**config.mk**
```make
export PLATFORM = sky130hd
export DESIGN_NAME = sleep_timer_table
export DESIGN_NICKNAME = d
export VERILOG_FILES = /design/src/sv/stt_pkg.sv /design/src/sv/stt_cell.sv /design/src/sv/stt_div.sv /design/src/sv/sleep_timer_table.sv
export SDC_FILE = /design/constraint.sdc
export NUM_CORES = 2
export LEC_CHECK = 0
export BUFFER_PORTS_ARGS = -buffer_cell sky130_fd_sc_hd__buf_4
export CORE_MARGIN = 3
export CORE_UTILIZATION = 40
export CTS_CLUSTER_DIAMETER = 200
export CTS_CLUSTER_SIZE = 30
export DETAILED_ROUTE_END_ITERATION = 10
export GPL_ROUTABILITY_DRIVEN = 0
export PLACE_DENSITY_LB_ADDON = 0.12
export SKIP_CTS_REPAIR_TIMING = 1
export SYNTH_ARGS = -nofsm -noshare
export SYNTH_HDL_FRONTEND = slang
export SYNTH_SLANG_ARGS = --single-unit
```
**constraint.sdc**
```tcl
create_clock -name aclk -period 9.9 [get_ports aclk]
set_clock_uncertainty 0.2 [all_clocks]
set_input_delay 0.495 -clock aclk [delete_from_list [all_inputs] [get_ports aclk]]
set_output_delay 0.495 -clock aclk [all_outputs]
set_load 0.02 [all_outputs]
```
**src/sv/stt_pkg.sv**
```systemverilog
// Shared types, result codes and constants of the sleep timer table.
package stt_pkg;

    localparam int THREAD_BITS = 8;
    localparam int PRIO_BITS   = 8;
    localparam int MS_BITS     = 32;
    localparam int RATE_BITS   = 20;
    localparam int TICK_BITS   = 32;
    // Milliseconds times 1000 needs ten more bits than the millisecond count.
    localparam int PROD_BITS   = MS_BITS + 10;

    localparam logic [RATE_BITS-1:0] TICK_RATE_RESET = RATE_BITS'(1000);

    localparam logic CMD_SLEEP = 1'b0;
    localparam logic CMD_TICK  = 1'b1;

    typedef enum logic [2:0] {
        KIND_ACCEPTED  = 3'd0,
        KIND_IGNORED   = 3'd1,
        KIND_FULL      = 3'd2,
        KIND_RELEASED  = 3'd3,
        KIND_TICK_DONE = 3'd4
    } kind_t;

    typedef struct packed {
        logic                   cmd;
        logic [THREAD_BITS-1:0] thread_id;
        logic [PRIO_BITS-1:0]   priority_req;
        logic                   has_current;
        logic [MS_BITS-1:0]     duration_ms;
    } in_item_t;

    typedef struct packed {
        kind_t                  kind;
        logic [THREAD_BITS-1:0] released_thread;
        logic                   higher_released;
        logic                   last;
    } out_item_t;

    // One table entry as held by a cell.
    typedef struct packed {
        logic [THREAD_BITS-1:0] thread;
        logic [PRIO_BITS-1:0]   prio;
        logic [TICK_BITS-1:0]   remaining;
    } entry_t;

    // Per-cell control: shift takes the right neighbor, load takes new data.
    typedef struct packed {
        logic shift;
        logic load;
    } cell_ctl_t;

    // Multiply milliseconds by 1000 as 1024 - 16 - 8.
    function automatic logic [PROD_BITS-1:0] mul_ms_per_s(input logic [MS_BITS-1:0] ms);
        logic [PROD_BITS-1:0] w;
        w = PROD_BITS'(ms);
        return (w << 10) - (w << 4) - (w << 3);
    endfunction

endpackage

```
**src/sv/stt_cell.sv**
```systemverilog
// One cell of the entry chain: holds one entry, loads or shifts from its neighbor.
module stt_cell
    import stt_pkg::*;
(
    input  logic      aclk,
    input  cell_ctl_t ctl,
    input  entry_t    nbr,
    input  entry_t    load_data,
    output entry_t    q
);

    entry_t q_reg;

    // Load wins over shift: a push lands behind the shifted survivors.
    always_ff @(posedge aclk) begin
        if (ctl.load) begin
            q_reg <= load_data;
        end else if (ctl.shift) begin
            q_reg <= nbr;
        end
    end

    assign q = q_reg;

endmodule

```
**src/sv/stt_div.sv**
```systemverilog
// Iterative restoring divider, two quotient bits per cycle, zero divisor taken as one.
module stt_div
    import stt_pkg::*;
(
    input  logic                 aclk,
    input  logic                 aresetn,
    input  logic                 start,
    input  logic [PROD_BITS-1:0] dividend,
    input  logic [RATE_BITS-1:0] divisor,
    output logic                 done,
    output logic [PROD_BITS-1:0] quotient
);

    localparam int STEPS = (PROD_BITS + 1) / 2;
    localparam int QW    = 2 * STEPS;
    localparam int CW    = $clog2(STEPS + 1);

    logic [QW-1:0]        quo_reg, quo_next;
    logic [RATE_BITS-1:0] rem_reg, rem_next;
    logic [RATE_BITS-1:0] dsr_reg;
    logic [CW-1:0]        cnt_reg;
    logic                 busy_reg;
    logic                 done_reg;

    // Two shift-compare-subtract steps per cycle.
    always_comb begin
        logic [RATE_BITS:0] t;
        logic [RATE_BITS-1:0] r;
        logic [QW-1:0] q;
        r = rem_reg;
        q = quo_reg;
        for (int k = 0; k < 2; k++) begin
            t = {r, q[QW-1]};
            q = {q[QW-2:0], 1'b0};
            if (t >= {1'b0, dsr_reg}) begin
                t = t - {1'b0, dsr_reg};
                q[0] = 1'b1;
            end
            r = t[RATE_BITS-1:0];
        end
        rem_next = r;
        quo_next = q;
    end

    always_ff @(posedge aclk) begin
        if (!aresetn) begin
            busy_reg <= 1'b0;
            done_reg <= 1'b0;
            cnt_reg  <= '0;
        end else if (start) begin
            busy_reg <= 1'b1;
            done_reg <= 1'b0;
            cnt_reg  <= CW'(STEPS);
        end else if (busy_reg) begin
            cnt_reg <= cnt_reg - CW'(1);
            if (cnt_reg == CW'(1)) begin
                busy_reg <= 1'b0;
                done_reg <= 1'b1;
            end
        end
    end

    // Datapath holds no reset.
    always_ff @(posedge aclk) begin
        if (start) begin
            quo_reg <= QW'(dividend);
            rem_reg <= '0;
            dsr_reg <= (divisor == '0) ? RATE_BITS'(1) : divisor;
        end else if (busy_reg) begin
            quo_reg <= quo_next;
            rem_reg <= rem_next;
        end
    end

    assign done     = done_reg;
    assign quotient = quo_reg[PROD_BITS-1:0];

endmodule

```
**src/sv/sleep_timer_table.sv**
```systemverilog
// Top level of the sleep timer table: control sequencer, cell chain and divider.
//
// Sleeping threads sit in a chain of SLOTS cells in insertion order, the oldest
// at cell 0. A sleep request forms ms*1000, starts the divider, runs the
// 2-bit-per-cycle division by tick_rate, then appends the entry at the tail and
// presents the single result. A tick takes the item, visits each live entry once
// and then presents the tick-done result: each cycle the head entry leaves cell 0
// and the whole chain shifts one place, a surviving entry is written back at the
// tail with its count decremented, a released one is presented on the result
// channel (so a stalled result channel stalls the pass).
// One item is in work at a time; s_ready is high only between items, and the
// result register lets the next item enter while the last result waits.
// tick_rate may be written at any time the block is idle; a zero is used as one.
module sleep_timer_table
    import stt_pkg::*;
#(
    parameter int SLOTS = 16
) (
    input  logic                 aclk,
    input  logic                 aresetn,
    input  logic                 cfg_valid,
    output logic                 cfg_ready,
    input  logic [RATE_BITS-1:0] cfg_data,
    input  logic                 s_valid,
    output logic                 s_ready,
    input  in_item_t             s_data,
    output logic                 m_valid,
    input  logic                 m_ready,
    output out_item_t            m_data
);

    localparam int CNT_W = $clog2(SLOTS + 1);
    localparam int IDX_W = $clog2(SLOTS);

    typedef enum logic [1:0] {
        S_IDLE,
        S_MUL,
        S_DIV,
        S_TICK
    } state_t;

    state_t               state_reg, state_next;
    logic [CNT_W-1:0]     count_reg, count_next;
    logic [CNT_W-1:0]     pass_reg, pass_next;
    logic                 higher_reg, higher_next;
    logic                 m_valid_reg, m_valid_next;
    out_item_t            m_data_reg, m_data_next;
    in_item_t             req_reg, req_next;
    logic [PROD_BITS-1:0] prod_reg, prod_next;
    logic [RATE_BITS-1:0] tick_rate_reg;

    logic                 div_start;
    logic                 div_done;
    logic [PROD_BITS-1:0] div_quo;
    logic [TICK_BITS-1:0] ticks;

    logic                 out_free;
    logic                 shift_en;
    logic                 load_en;
    logic [IDX_W-1:0]     load_idx;
    entry_t               load_data;
    entry_t               head;
    logic [TICK_BITS-1:0] head_rem;

    cell_ctl_t            cell_ctl [SLOTS];
    entry_t               cell_q   [SLOTS];

    assign cfg_ready = 1'b1;
    assign s_ready   = (state_reg == S_IDLE);
    assign m_valid   = m_valid_reg;
    assign m_data    = m_data_reg;

    assign out_free = !m_valid_reg || m_ready;
    assign head     = cell_q[0];
    assign head_rem = head.remaining - TICK_BITS'(1);

    // Saturate the quotient to the tick width.
    assign ticks = (|div_quo[PROD_BITS-1:TICK_BITS]) ? '1 : div_quo[TICK_BITS-1:0];

    stt_div u_div (
        .aclk     (aclk),
        .aresetn  (aresetn),
        .start    (div_start),
        .dividend (prod_reg),
        .divisor  (tick_rate_reg),
        .done     (div_done),
        .quotient (div_quo)
    );

    // Build the chain; the tail cell's neighbor input is a don't-care.
    for (genvar i = 0; i < SLOTS; i++) begin : g_cell
        entry_t nbr;
        if (i == SLOTS - 1) begin : g_tail
            assign nbr = load_data;
        end else begin : g_mid
            assign nbr = cell_q[i+1];
        end
        assign cell_ctl[i].shift = shift_en;
        assign cell_ctl[i].load  = load_en && (load_idx == IDX_W'(i));
        stt_cell u_cell (
            .aclk      (aclk),
            .ctl       (cell_ctl[i]),
            .nbr       (nbr),
            .load_data (load_data),
            .q         (cell_q[i])
        );
    end

    // Sequence one item at a time.
    always_comb begin
        state_next   = state_reg;
        count_next   = count_reg;
        pass_next    = pass_reg;
        higher_next  = higher_reg;
        req_next     = req_reg;
        prod_next    = prod_reg;
        m_data_next  = m_data_reg;
        m_valid_next = m_valid_reg && !m_ready;
        div_start    = 1'b0;
        shift_en     = 1'b0;
        load_en      = 1'b0;
        load_idx     = count_reg[IDX_W-1:0];
        load_data    = '{thread: req_reg.thread_id, prio: req_reg.priority_req,
                         remaining: ticks};

        unique case (state_reg)
            S_IDLE: begin
                if (s_valid) begin
                    req_next  = s_data;
                    prod_next = mul_ms_per_s(s_data.duration_ms);
                    if (s_data.cmd == CMD_SLEEP) begin
                        state_next = S_MUL;
                    end else begin
                        state_next  = S_TICK;
                        pass_next   = count_reg;
                        higher_next = 1'b0;
                    end
                end
            end
            S_MUL: begin
                div_start  = 1'b1;
                state_next = S_DIV;
            end
            S_DIV: begin
                if (div_done && out_free) begin
                    m_valid_next = 1'b1;
                    m_data_next  = '{kind: KIND_ACCEPTED, released_thread: '0,
                                     higher_released: 1'b0, last: 1'b1};
                    if (ticks == '0) begin
                        m_data_next.kind = KIND_IGNORED;
                    end else if (count_reg == CNT_W'(SLOTS)) begin
                        m_data_next.kind = KIND_FULL;
                    end else begin
                        load_en    = 1'b1;
                        count_next = count_reg + CNT_W'(1);
                    end
                    state_next = S_IDLE;
                end
            end
            S_TICK: begin
                if (pass_reg == '0) begin
                    if (out_free) begin
                        m_valid_next = 1'b1;
                        m_data_next  = '{kind: KIND_TICK_DONE, released_thread: '0,
                                         higher_released: higher_reg, last: 1'b1};
                        state_next   = S_IDLE;
                    end
                end else if (head_rem == '0) begin
                    // Release the head: pop it and report the thread.
                    if (out_free) begin
                        m_valid_next = 1'b1;
                        m_data_next  = '{kind: KIND_RELEASED, released_thread: head.thread,
                                         higher_released: 1'b0, last: 1'b0};
                        shift_en     = 1'b1;
                        count_next   = count_reg - CNT_W'(1);
                        pass_next    = pass_reg - CNT_W'(1);
                        if (!req_reg.has_current || (head.prio < req_reg.priority_req)) begin
                            higher_next = 1'b1;
                        end
                    end
                end else begin
                    // Rotate the survivor to the tail with its count decremented.
                    shift_en  = 1'b1;
                    load_en   = 1'b1;
                    load_idx  = IDX_W'(count_reg - CNT_W'(1));
                    load_data = '{thread: head.thread, prio: head.prio, remaining: head_rem};
                    pass_next = pass_reg - CNT_W'(1);
                end
            end
            default: begin
                state_next = S_IDLE;
            end
        endcase
    end

    always_ff @(posedge aclk) begin
        if (!aresetn) begin
            state_reg     <= S_IDLE;
            count_reg     <= '0;
            pass_reg      <= '0;
            higher_reg    <= 1'b0;
            m_valid_reg   <= 1'b0;
            tick_rate_reg <= TICK_RATE_RESET;
        end else begin
            state_reg   <= state_next;
            count_reg   <= count_next;
            pass_reg    <= pass_next;
            higher_reg  <= higher_next;
            m_valid_reg <= m_valid_next;
            if (cfg_valid && cfg_ready) begin
                tick_rate_reg <= cfg_data;
            end
        end
        m_data_reg <= m_data_next;
        req_reg    <= req_next;
        prod_reg   <= prod_next;
    end

    // The table never holds more entries than cells.
    a_count_bound: assert property (@(posedge aclk) disable iff (!aresetn)
        count_reg <= CNT_W'(SLOTS))
        else $error("entry count exceeds table size");

    // A tick pass never adds entries.
    a_tick_no_grow: assert property (@(posedge aclk) disable iff (!aresetn)
        (state_reg == S_TICK) |=> (count_reg <= $past(count_reg)))
        else $error("entry count grew during a tick");

    // A release is never the final result of its item.
    a_release_not_last: assert property (@(posedge aclk) disable iff (!aresetn)
        (m_valid_reg && (m_data_reg.kind == KIND_RELEASED)) |-> !m_data_reg.last)
        else $error("release result marked last");

    // The remaining pass length never exceeds the live entries.
    a_pass_bound: assert property (@(posedge aclk) disable iff (!aresetn)
        (state_reg == S_TICK) |-> (pass_reg <= count_reg))
        else $error("tick pass longer than table");

endmodule
```
==> flow_metrics.env <==
export IMPL_place_area_mm2=0.0490
export IMPL_powerDensity_mw_per_mm2=168
export IMPL_p_total_w=0.00848
export IMPL_path_class="register to register"
export IMPL_ys_flop_type="edfxtp_1"
export IMPL_fin_nets=3512
export IMPL_routed_wl_um=94400
export IMPL_crit_start="u_div.dsr_reg[17]"
export IMPL_slew_viol_final=0
export IMPL_rows=124
export IMPL_fill_cells=10300
export IMPL_setup_viol=0
export IMPL_slew_headroom_pct=6.19
export IMPL_viasPerCell=5.35
export IMPL_hp_class="primary input to register"
export IMPL_netlist_cell_type_count=82
export IMPL_start_kind="register"
export IMPL_ir_worst_vdd_v=0.000151
export IMPL_r2r_start="u_div.dsr_reg[17]"
export IMPL_coreArea_mm2=0.115
export IMPL_fin_tns_setup_ns=0
export IMPL_antennaDiodeCount=0
export IMPL_io_pins=91
export IMPL_vias=25800
export IMPL_avgSynthCellArea_um2=14.2
export IMPL_tightest_slew_ns=1.37
export IMPL_yosysSeqAreaShare_pct=60.4
export IMPL_synth_nets=3499
export IMPL_synth_edf_count=899
export IMPL_die_w_um=348
export IMPL_hold_viol_final=0
export IMPL_grt_pass1_vias=26500
export IMPL_drive_gt1_share_pct=28.5
export IMPL_cts_buffers=37
export IMPL_status="complete, no violations"
export IMPL_crit_arrival_ns=6.77
export IMPL_clkSinkCount=960
export IMPL_ys_ff_latch=960
export IMPL_cts_tree="built"
export IMPL_min_delay_start="s_data[29]"
export IMPL_dieArea_mm2=0.121
export IMPL_dp_hpwl_um=65000
export IMPL_grt_max_degree=71
export IMPL_fin_crit_ns=6.47
export IMPL_dieHeight_um=348
export IMPL_largest_register_ffs=768
export IMPL_area_growth_pct=8.17
export IMPL_async_reset_ff_share_pct=0
export IMPL_grt_pass1_wl_um=152000
export IMPL_clk_latency_ns=0.65
export IMPL_drt_initial_drc_count=2079
export IMPL_cts_max_level=2
export IMPL_rsz0062_at_grt="no"
export IMPL_wl_per_cell_um=19.6
export IMPL_ant_nets=0
export IMPL_dr_pass1_iters=5
export IMPL_p_leak_nw=16.4
export IMPL_worst_path_max_fanout=29
export IMPL_overflow=0
export IMPL_antenna_found_initial=0
export IMPL_finalInstanceArea_mm2=0.0505
export IMPL_remaining_drc_errors=0
export IMPL_cp_required_ns=10.20
export IMPL_ctsLongestPathBuffers=3
export IMPL_start_util_pct=40.6
export IMPL_syn_area_mm2=0.0467
export IMPL_period_share_pct=65.3
export IMPL_fmax_mhz=155
export IMPL_syn_instance_count=3297
export IMPL_ys_warn_count=0
export IMPL_clkTransAtPathRegs_ns=0.13
export IMPL_port_buffers=89
export IMPL_cp_end_kind="register"
export IMPL_root_buffer="clkbuf_16"
export IMPL_maxCapViolCount=0
export IMPL_grt_usage_pct=15.4
==> logic make-up after synthesis <==
group           synth area share [%]
xor+xnor                        1.76
fa+ha+maj                       3.84
other cells                  0.00803
compound gates                  5.56
simple gates                    6.35
buf+inv                         2.77
flops                           60.4
mux                             19.3
==> placed cells by master (no fill, tap or decap), drive strengths merged, types with 44 or more instances in the layout <==
cell         count
edfxtp         899
mux2           738
nand2          232
buf            138
nor2           134
a21oi          105
ha             100
inv             91
o21ai           89
mux2i           69
xnor2           64
dfxtp           61
dlygate4sd3     48
clkbuf          44
==> worst paths after layout <==
kind                             to  cells after the start  slack [ns]
setup / recovery   u_div.rem_reg[1]                     20        3.43
hold / removal         prod_reg[39]                      2        0.02
hold reg to reg   u_div.dsr_reg[10]                      0        0.26
setup reg to reg   u_div.rem_reg[1]                     20        3.43
==> metrics by stage <==
stage                     hold WS, ns  util, %  worst slack (ns)  instances
after global placement          0.245     42.6              3.70       4735
after global routing          0.00763     43.9              3.03       4829
after CTS                      -0.229     43.5              3.51       4781
after detailed placement        0.250     42.6              3.57       4735
after floorplan                 0.205        -              2.47       3297
final                          0.0207     43.9              3.43       4829
==> cell type report <==
cell class,count,area (um2),area share [%]
Tap cell,1512,1890,3.75
Timing Repair Buffer,186,1520,3.00
Inverter,91,342,0.676
Multi-Input combinational cell,2034,17500,34.7
Clock buffer,44,973,1.93
Clock inverter,2,36.3,0.0718
Sequential cell,960,28200,55.9
==> power by group <==
group / switching (W) / internal, W
clock network: 0.00120 / 0.000715
registers: 0.0000794 / 0.00453
logic: 0.00115 / 0.000807
==> metal layers <==
| layer | GRT usage (%) | vias up | wire (um) |
|---|---|---|---|
| met5 | 0 | - | 0 |
| met4 | 4.07 | 0 | 2150 |
| met3 | 1.50 | 124 | 2860 |
| met2 | 25.6 | 473 | 44700 |
| met1 | 21.8 | 12900 | 44700 |
| li1 | - | 12300 | - |
==> cell usage after synthesis (33+ instances only) <==
cell	count	area share, %
edfxtp_1	899	58
mux2_2	679	16
nand2_1	232	1.9
nor2_1	134	1.1
clkbuf_1	125	1.0
a21oi_1	105	1.1
ha_1	100	2.7
inv_1	88	0.71
o21ai_0	88	0.94
mux2i_1	69	1.5
buf_2	67	0.72
xnor2_1	64	1.2
dfxtp_1	61	2.6
mux2_1	59	1.4
a21o_1	39	0.63
nand2b_1	33	0.44
==> worst max-delay path, cell delays in order, from the launching register on <==
cell       delay, ns
edfxtp_1        0.34
inv_1           0.06
ha_1            0.39
and4_1          0.25
a2111oi_0       0.62
o21ai_0         0.25
or4_1           0.53
o21ai_2         0.37
buf_4           0.40
mux2_2          0.40
ha_1            0.37
nor2_1          0.15
a211oi_1        0.10
o21ai_0         0.26
a21oi_1         0.13
o31a_1          0.31
o31ai_1         0.24
o2111a_1        0.21
buf_4           0.37
mux2i_1         0.26
a21oi_1         0.11
No activity file was read; power rests on OpenSTA's default activity.
